--- config.mk ---
export PLATFORM = sky130hd
export DESIGN_NAME = stp_core
export DESIGN_NICKNAME = d
export VERILOG_FILES = /design/src/rtl/stp_pkg.sv /design/src/rtl/stp_mul.sv /design/src/rtl/stp_core.sv
export SDC_FILE = /design/constraint.sdc
export NUM_CORES = 2
export LEC_CHECK = 0
export ABC_AREA = 1
export CORE_MARGIN = 8
export CORE_UTILIZATION = 45
export CTS_BUF_LIST = sky130_fd_sc_hd__clkbuf_4 sky130_fd_sc_hd__clkbuf_8 sky130_fd_sc_hd__clkbuf_16
export CTS_CLUSTER_DIAMETER = 50
export DETAILED_ROUTE_END_ITERATION = 10
export DONT_BUFFER_PORTS = 1
export SYNTH_ARGS = -nofsm -noshare
export SYNTH_HDL_FRONTEND = slang
export SYNTH_SLANG_ARGS = --single-unit
--- constraint.sdc ---
create_clock -name clk -period 12.4 [get_ports clk]
set_input_delay 2.48 -clock clk [delete_from_list [all_inputs] [get_ports clk]]
set_output_delay 2.48 -clock clk [all_outputs]
set_load 0.02 [all_outputs]
--- src/rtl/stp_pkg.sv ---
`timescale 1ns / 1ps
package stp_pkg;

	localparam int AXES          = 6;
	localparam int LINEAR_AXES   = 3;
	localparam int AXIS_IDX_W    = 3;
	localparam int WORD_W        = 32;
	localparam int CFG_W         = 31;
	localparam int MUL_W         = 32;
	localparam int PROD_W        = 2 * MUL_W;
	localparam int STP_POS_WIDTH = 32;

	// request kinds carried on the input tuser
	typedef logic [1:0] req_t;
	localparam req_t REQ_TICK = 2'd0;
	localparam req_t REQ_MOVE = 2'd1;
	localparam req_t REQ_STOP = 2'd2;

	// configuration register indexes
	typedef logic [1:0] cfg_idx_t;
	localparam cfg_idx_t CFG_MAX_SPEED  = 2'd0;
	localparam cfg_idx_t CFG_ACCEL_STEP = 2'd1;
	localparam cfg_idx_t CFG_TOLERANCE  = 2'd2;

	localparam logic [CFG_W-1:0] MAX_SPEED_RST  = 31'd655360;
	localparam logic [CFG_W-1:0] ACCEL_STEP_RST = 31'd16384;
	localparam logic [CFG_W-1:0] TOLERANCE_RST  = 31'd66;

	// v/20 rounded: (|v| + 10) >> 2, then times ceil(2^32 / 5), keep high word
	localparam logic [WORD_W-1:0] ROUND_BIAS = 32'd10;
	localparam logic [MUL_W-1:0]  RECIP_5    = 32'd858993460;

	typedef logic signed [WORD_W-1:0] word_t;

	typedef struct packed {
		logic start;
		req_t req;
	} stp_cmd_t;

	typedef struct packed {
		logic idle;
		logic done;
	} stp_stat_t;

endpackage

--- src/rtl/stp_mul.sv ---
`timescale 1ns / 1ps
// shared 32x32 unsigned multiplier, product registered
module stp_mul
	import stp_pkg::*;
(
	input  logic              clk,
	input  logic [MUL_W-1:0]  op_a,
	input  logic [MUL_W-1:0]  op_b,
	output logic [PROD_W-1:0] prod
);

	logic [PROD_W-1:0] prod_q;

	always_ff @(posedge clk) begin
		prod_q <= PROD_W'(op_a) * PROD_W'(op_b);
	end

	assign prod = prod_q;

endmodule

--- src/rtl/stp_core.sv ---
`timescale 1ns / 1ps
// axis state and per-axis sequencer around the shared multiplier
module stp_core
	import stp_pkg::*;
#(
	parameter int POS_WIDTH = STP_POS_WIDTH
) (
	input  logic             clk,
	input  logic             arst_n,
	input  stp_cmd_t         cmd,
	input  word_t            target [AXES],
	input  logic [CFG_W-1:0] max_speed,
	input  logic [CFG_W-1:0] accel_step,
	input  logic [CFG_W-1:0] tolerance,
	input  logic             done_ack,
	output stp_stat_t        stat,
	output word_t            pos_out [AXES],
	output logic             moving
);

	localparam int SW = ((POS_WIDTH > WORD_W) ? POS_WIDTH : WORD_W) + 2;
	localparam int DW = POS_WIDTH + 1;
	localparam int CW = (DW > CFG_W) ? DW : CFG_W;
	localparam int VW = WORD_W + 2;

	typedef logic signed [POS_WIDTH-1:0] pos_t;

	localparam logic signed [SW-1:0] P_MAX = {{(SW-POS_WIDTH+1){1'b0}}, {(POS_WIDTH-1){1'b1}}};
	localparam logic signed [SW-1:0] P_MIN = {{(SW-POS_WIDTH+1){1'b1}}, {(POS_WIDTH-1){1'b0}}};
	localparam logic signed [SW-1:0] W_MAX = {{(SW-WORD_W+1){1'b0}}, {(WORD_W-1){1'b1}}};
	localparam logic signed [SW-1:0] W_MIN = {{(SW-WORD_W+1){1'b1}}, {(WORD_W-1){1'b0}}};

	typedef enum logic [9:0] {
		S_IDLE = 10'b00_0000_0001,
		S_DIFF = 10'b00_0000_0010,
		S_SQ   = 10'b00_0000_0100,
		S_LO   = 10'b00_0000_1000,
		S_HI   = 10'b00_0001_0000,
		S_CMP  = 10'b00_0010_0000,
		S_VEL  = 10'b00_0100_0000,
		S_DIV  = 10'b00_1000_0000,
		S_POS  = 10'b01_0000_0000,
		S_DONE = 10'b10_0000_0000
	} state_t;

	function automatic pos_t sat_pos(input logic signed [SW-1:0] x);
		if (x > P_MAX) return P_MAX[POS_WIDTH-1:0];
		if (x < P_MIN) return P_MIN[POS_WIDTH-1:0];
		return x[POS_WIDTH-1:0];
	endfunction

	function automatic word_t sat_word(input logic signed [SW-1:0] x);
		if (x > W_MAX) return W_MAX[WORD_W-1:0];
		if (x < W_MIN) return W_MIN[WORD_W-1:0];
		return x[WORD_W-1:0];
	endfunction

	state_t                 state_q;
	logic [AXIS_IDX_W-1:0]  k_q;
	pos_t                   pos_q [AXES];
	word_t                  vel_q [AXES];
	pos_t                   tgt_q [AXES];
	logic                   active_q;
	logic                   all_q;

	// per-axis working registers
	logic                   diff_pos_q;
	logic [DW-1:0]          ad_q;
	logic [DW-1:0]          m_q;
	logic [WORD_W-1:0]      av_q;
	logic [PROD_W-1:0]      xsq_q;
	logic [PROD_W-1:0]      plo_q;
	logic                   stop_q;
	logic                   far_q;
	word_t                  vnew_q;

	logic [MUL_W-1:0]       mul_a;
	logic [MUL_W-1:0]       mul_b;
	logic [PROD_W-1:0]      prod;

	pos_t                   pos_k;
	pos_t                   tgt_k;
	word_t                  vel_k;
	logic signed [DW-1:0]   diff_c;
	logic [DW-1:0]          ad_c;
	logic [WORD_W-1:0]      av_c;
	logic [CFG_W-1:0]       a_eff;
	logic [PROD_W-1:0]      m_ext;
	logic [PROD_W+MUL_W-1:0] y_c;
	logic                   stop_c;
	logic                   far_c;
	logic [CFG_W-1:0]       vmax_c;
	logic signed [VW-1:0]   vs, as_s, tv, up, dn, vn;
	logic [WORD_W-1:0]      avn;
	logic [WORD_W-1:0]      rnd;
	logic signed [SW-1:0]   d_ext;
	logic signed [SW-1:0]   step;
	logic signed [SW-1:0]   sum;

	stp_mul u_mul (
		.clk  (clk),
		.op_a (mul_a),
		.op_b (mul_b),
		.prod (prod)
	);

	assign pos_k = pos_q[k_q];
	assign tgt_k = tgt_q[k_q];
	assign vel_k = vel_q[k_q];

	// distance to go and speed magnitude
	assign diff_c = $signed({tgt_k[POS_WIDTH-1], tgt_k}) - $signed({pos_k[POS_WIDTH-1], pos_k});
	assign ad_c   = diff_c[DW-1] ? DW'(-diff_c) : DW'(diff_c);
	assign av_c   = vel_k[WORD_W-1] ? WORD_W'(-vel_k) : WORD_W'(vel_k);

	assign a_eff  = (accel_step == '0) ? CFG_W'(1) : accel_step;
	assign m_ext  = PROD_W'(m_q);

	// stop test: v^2 / 2a > |diff|  <=>  v^2 >= 2 * (|diff| + 1) * a
	assign y_c    = {prod, {MUL_W{1'b0}}} + {{MUL_W{1'b0}}, plo_q};
	assign stop_c = {{(MUL_W+1){1'b0}}, xsq_q} >= {y_c, 1'b0};
	assign far_c  = CW'(ad_q) > CW'(tolerance);

	// velocity update
	assign vmax_c = (k_q < AXIS_IDX_W'(LINEAR_AXES)) ? max_speed : (max_speed >> 1);
	assign vs     = $signed({{2{vel_k[WORD_W-1]}}, vel_k});
	assign as_s   = $signed({3'b000, accel_step});
	assign tv     = diff_pos_q ? $signed({3'b000, vmax_c}) : -$signed({3'b000, vmax_c});
	assign up     = vs + as_s;
	assign dn     = vs - as_s;

	always_comb begin
		vn = vs;
		if (stop_q) begin
			if (vs > 0)
				vn = (dn < 0) ? '0 : dn;
			else if (vs < 0)
				vn = (up > 0) ? '0 : up;
		end else begin
			if (vs < tv)
				vn = (up > tv) ? tv : up;
			else if (vs > tv)
				vn = (dn < tv) ? tv : dn;
		end
	end

	// rounded v/20 and saturating advance
	assign avn   = vnew_q[WORD_W-1] ? WORD_W'(-vnew_q) : WORD_W'(vnew_q);
	assign rnd   = avn + ROUND_BIAS;
	assign d_ext = SW'(prod[PROD_W-1:MUL_W]);
	assign step  = vnew_q[WORD_W-1] ? -d_ext : d_ext;
	assign sum   = $signed({{(SW-POS_WIDTH){pos_k[POS_WIDTH-1]}}, pos_k}) + step;

	always_comb begin
		mul_a = '0;
		mul_b = '0;
		unique case (state_q)
			S_SQ: begin
				mul_a = av_q;
				mul_b = av_q;
			end
			S_LO: begin
				mul_a = m_ext[MUL_W-1:0];
				mul_b = MUL_W'(a_eff);
			end
			S_HI: begin
				mul_a = m_ext[PROD_W-1:MUL_W];
				mul_b = MUL_W'(a_eff);
			end
			S_DIV: begin
				mul_a = {2'b00, rnd[WORD_W-1:2]};
				mul_b = RECIP_5;
			end
			default: begin
				mul_a = '0;
				mul_b = '0;
			end
		endcase
	end

	always_ff @(posedge clk) begin
		if (state_q == S_DIFF) begin
			diff_pos_q <= ~diff_c[DW-1] & (|diff_c);
			ad_q       <= ad_c;
			m_q        <= ad_c + 1'b1;
			av_q       <= av_c;
		end
		if (state_q == S_LO)
			xsq_q <= prod;
		if (state_q == S_HI)
			plo_q <= prod;
		if (state_q == S_CMP) begin
			stop_q <= stop_c;
			far_q  <= far_c;
		end
		if (state_q == S_VEL)
			vnew_q <= vn[WORD_W-1:0];
	end

	always_ff @(posedge clk or negedge arst_n) begin
		if (!arst_n) begin
			state_q  <= S_IDLE;
			k_q      <= '0;
			active_q <= 1'b0;
			all_q    <= 1'b0;
			for (int i = 0; i < AXES; i++) begin
				pos_q[i] <= '0;
				vel_q[i] <= '0;
				tgt_q[i] <= '0;
			end
		end else begin
			unique case (state_q)
				S_IDLE: begin
					if (cmd.start) begin
						unique case (cmd.req)
							REQ_MOVE: begin
								for (int i = 0; i < AXES; i++)
									tgt_q[i] <= sat_pos($signed({{(SW-WORD_W){target[i][WORD_W-1]}},
										target[i]}));
								active_q <= 1'b1;
								state_q  <= S_DONE;
							end
							REQ_STOP: begin
								for (int i = 0; i < AXES; i++)
									vel_q[i] <= '0;
								active_q <= 1'b0;
								state_q  <= S_DONE;
							end
							REQ_TICK: begin
								k_q     <= '0;
								all_q   <= 1'b1;
								state_q <= active_q ? S_DIFF : S_DONE;
							end
							default: state_q <= S_DONE;
						endcase
					end
				end
				S_DIFF: state_q <= S_SQ;
				S_SQ:   state_q <= S_LO;
				S_LO:   state_q <= S_HI;
				S_HI:   state_q <= S_CMP;
				S_CMP:  state_q <= S_VEL;
				S_VEL:  state_q <= S_DIV;
				S_DIV:  state_q <= S_POS;
				S_POS: begin
					if (far_q) begin
						pos_q[k_q] <= sat_pos(sum);
						vel_q[k_q] <= vnew_q;
					end else begin
						pos_q[k_q] <= tgt_k;
						vel_q[k_q] <= '0;
					end
					all_q <= all_q & ~far_q;
					if (k_q == AXIS_IDX_W'(AXES - 1)) begin
						active_q <= active_q & ~(all_q & ~far_q);
						state_q  <= S_DONE;
					end else begin
						k_q     <= k_q + 1'b1;
						state_q <= S_DIFF;
					end
				end
				S_DONE: if (done_ack) state_q <= S_IDLE;
				default: state_q <= S_IDLE;
			endcase
		end
	end

	always_comb begin
		for (int i = 0; i < AXES; i++)
			pos_out[i] = sat_word($signed({{(SW-POS_WIDTH){pos_q[i][POS_WIDTH-1]}}, pos_q[i]}));
	end

	assign moving    = active_q;
	assign stat.idle = (state_q == S_IDLE);
	assign stat.done = (state_q == S_DONE);

`ifndef ASSERT_OFF
	a_axis_range: assert property (@(posedge clk) disable iff (!arst_n)
		k_q < AXIS_IDX_W'(AXES))
		else $error("axis counter out of range");

	a_done_release: assert property (@(posedge clk) disable iff (!arst_n)
		(state_q == S_DONE) && done_ack |=> (state_q == S_IDLE))
		else $error("done not released after ack");

	a_stop_clears: assert property (@(posedge clk) disable iff (!arst_n)
		(state_q == S_IDLE) && cmd.start && (cmd.req == REQ_STOP) |=>
		!active_q && (vel_q[0] == '0) && (vel_q[1] == '0) && (vel_q[2] == '0) &&
		(vel_q[3] == '0) && (vel_q[4] == '0) && (vel_q[5] == '0))
		else $error("stop left motion state");

	a_moving_fall: assert property (@(posedge clk) disable iff (!arst_n)
		$fell(active_q) |-> ($past(state_q) == S_POS) ||
		(($past(state_q) == S_IDLE) && $past(cmd.start)))
		else $error("moving cleared outside a tick or stop");
`endif

endmodule

==> flow_summary.ini <==
[clock_network]
cts_tree = built
insertion_delay_ns = 0.79
post_cts_resized = 0
cts.path.max_buffers = 3
clock_tree.htree_level_count = 3
clock_sink_count = 916
cts-buffers-inserted = 105
post_cts.repair.setup_buffers = 0
cts_hold_buf = 0
clkSlewWorstSetupHoldPaths_ns = 0.06
clk_root_buffer_cell = clkbuf_16

[sta]
worst_rel_slew_slack_pct = -7.65
timing.final.setup_violations = 0
setup-tns-final_ns = 0
post-route-min-period_ns = 11.17
worst-slew-pin-transition_ns = 1.61
rsz0062_at_grt = no
slew_viol_final = 120
finalHoldViolations = 0
fin_worst_skew_ns = 0.106
period_share_pct = 90.1
worst_hold_slack_ns = 0.472
maximum_operating_frequency_ghz = 0.0896

[synth]
synth_ff_type = dfrtp_1
post_synth_inst_count = 12900
post_synth_num_cell_types = 82
postSynthNetCount = 14700
post_synth_main_area_contributors = fa_1, dfrtp_1, nand2_1
ys_seq_elements = 916
synthMostInstantiatedCell = nand2_1
synth_largest_area_cell = fa_1
syn_area_per_cell_um2 = 7.65
synth_common_cells = nand2_1, inv_1, nor2_1, fa_1, o21ai_0
yosysWarnings = 0
netlist.area_leader.share_pct = 18.3
synth_edf_count = 261
synthesized_cell_area_um2 = 98400
seq_area_frac_synth_pct = 24.3
postSynth.asyncResetShare_pct = 64.5

[power]
switchingPower_mw = 5.94
leakage_nw = 53.0
fraction_of_power_spent_switching_nets_pct = 44.1
power.share.combinational_pct = 45.2
power_frac_seq_pct = 29.6
irDropWorstVdd_uv = 137
intPower_mw = 7.54
p_clk_share_pct = 25.2
power.density_cell_area_nw_per_um2 = 128

[setup_path]
end_kind = register
worst_setup_path_start_kind = register
critPathTopFamily = adder cells
worst_ep_arrival_time_ns = 11.74
timing.critical_path.required_ns = 12.97
crit_top_cell = fa_1
path_buf_inv = 8
worstSetupPathType = register to register
cpPeakStageDelay_ns = 0.75
cp_slowest_cell = inv_1
crit_path_max_fanout = 12

[floorplanning]
die-height_um = 484
floorplan.die_area_um2 = 234000
number_of_rows_in_the_core_area = 171
die_x_um = 484
io_pins = 486
floorplan.core_area_um2 = 217000
start_util_pct = 45.3

[route]
post_drt_wl_per_cell_um = 26.4
routed-via-count = 89600
drt_first_iter_violations = 9549
final_antenna_net_count = 0
via_per_inst = 5.78
drt_pass1_iterations = 6
wirelength_um = 409000
drt_drc_violations_left = 0

[global_route]
number_of_global_route_vias_before_repair = 87800
grt-ovfl-total = 0
grt_first_pass_wirelength_um = 594000
grt_max_degree = 592
global_route.usage.total_pct = 33.7
grt_antenna_before_repair = 45

[final_layout]
finalNetCount = 14400
layout-drive-gt1-share_pct = 7.39
areaGrowthSynthToFinish_pct = 6.86
post-route-cell-area_um2 = 105000

[outcome]
outcome = finished, violations left
violated_checks = max-capacitance violations, max-slew violations

[placed_design]
gp_congestion = 1.02
place_hpwl_um = 322000
placed_area_um2 = 101000
portBuffers = 0

[flow_run]
max_cap_violations = 1

[worst_hold_path]
hold_path_class = register to register
power by group through the flow:
| stage | logic [mW] | registers [mW] | clock network, mW |
|---|---|---|---|
| 2_1_floorplan | 4.08 | 3.96 | 0 |
| 4_1_cts | 5.98 | 3.98 | 3.45 |
| 3_3_place_gp | 5.89 | 4.02 | 0 |
| 3_5_place_dp | 5.95 | 4.04 | 0 |
| 5_1_grt | 6.65 | 4.03 | 3.57 |
| 6_report | 6.09 | 3.99 | 3.40 |
cell families after synthesis:
| kind of cell | share of synthesized area [%] |
|---|---|
| buffers and inverters | 12.1 |
| AND/OR/NAND/NOR | 20.5 |
| XOR/XNOR | 3.00 |
| multiplexers | 2.20 |
| flip-flops | 24.3 |
| AO/OA/AOI/OAI | 11.6 |
| adder cells (fa/ha/maj) | 26.3 |
layout by cell type (no fill, tap or decap), types with 48 or more instances in the layout:
cell type	synthesis	routed
mux2_2	192	192
a31oi_1	48	48
dfxtp_1	64	64
xnor2_1	76	76
nand2_1	2956	2955
ha_1	628	628
inv_1	2339	2334
nor3_1	129	123
o22ai_1	243	234
o21ai_0	742	741
edfxtp_1	261	261
nand4_1	168	168
inv_2	51	57
xor2_1	241	240
clkbuf_16	0	106
fa_1	901	901
nand3_1	330	329
buf_4	17	231
o211ai_1	76	76
dfrtp_1	590	590
a21oi_1	568	556
nor2_1	968	959
nor4_1	59	55
nand2_2	53	51
stage by stage:
stage	cells	utilization [%]	worst slack (ns)	total power [mW]
floorplan	12900	-	2.21	8.04
detailed placement	15300	46.6	1.22	9.99
finish	15500	48.4	1.23	13.5
global route	15500	48.4	0.546	14.2
global placement	15300	46.6	1.32	9.90
CTS	15500	48.4	1.33	13.4
state kept, by name, summed over array words and instances (netlist names):
register,cells
ad_q,33
plo_q,64
k_q,3
diff_pos_q,1
u_mul.prod,64
far_q,1
pos_q,192
m_q,33
vel_q,192
xsq_q,64
av_q,32
stop_q,1
vnew_q,32
tgt_q,192
moving,1
all_q,1
state_q,10
worst paths after layout:
path | startpoint | end | slack [ns] | cells past startpoint
max in group asynchronous | arst_n | state_q[6] | 9.68 | 0
min | u_mul.prod[10] | plo_q[10] | 0.47 | 0
max | vnew_q[1] | u_mul.prod[63] | 1.23 | 41
min in group asynchronous | arst_n | tgt_q[138] | 1.41 | 0
min reg2reg | u_mul.prod[10] | plo_q[10] | 0.47 | 0
max reg2reg | vnew_q[1] | u_mul.prod[63] | 1.23 | 41
layer usage:
layer	share of wire [%]	track usage, %	wire, um	vias to the layer above
met5	0.049	0	199	-
met4	6.7	18.1	27500	32
met3	9.3	7.16	38000	991
met2	43	51.8	178000	4484
met1	40	44.7	166000	44200
li1	-	-	-	39900
layout make-up:
cell class	instances	area (um2)
fill	21600	112000
multi-input combinational	8858	62900
sequential	916	23900
inverter	2415	9070
tap	2854	3570
clock buffer	138	3010
timing repair buffer	234	1790
clock inverter	59	850
antenna	26	65.1
Power figures use the tool's default switching activity.
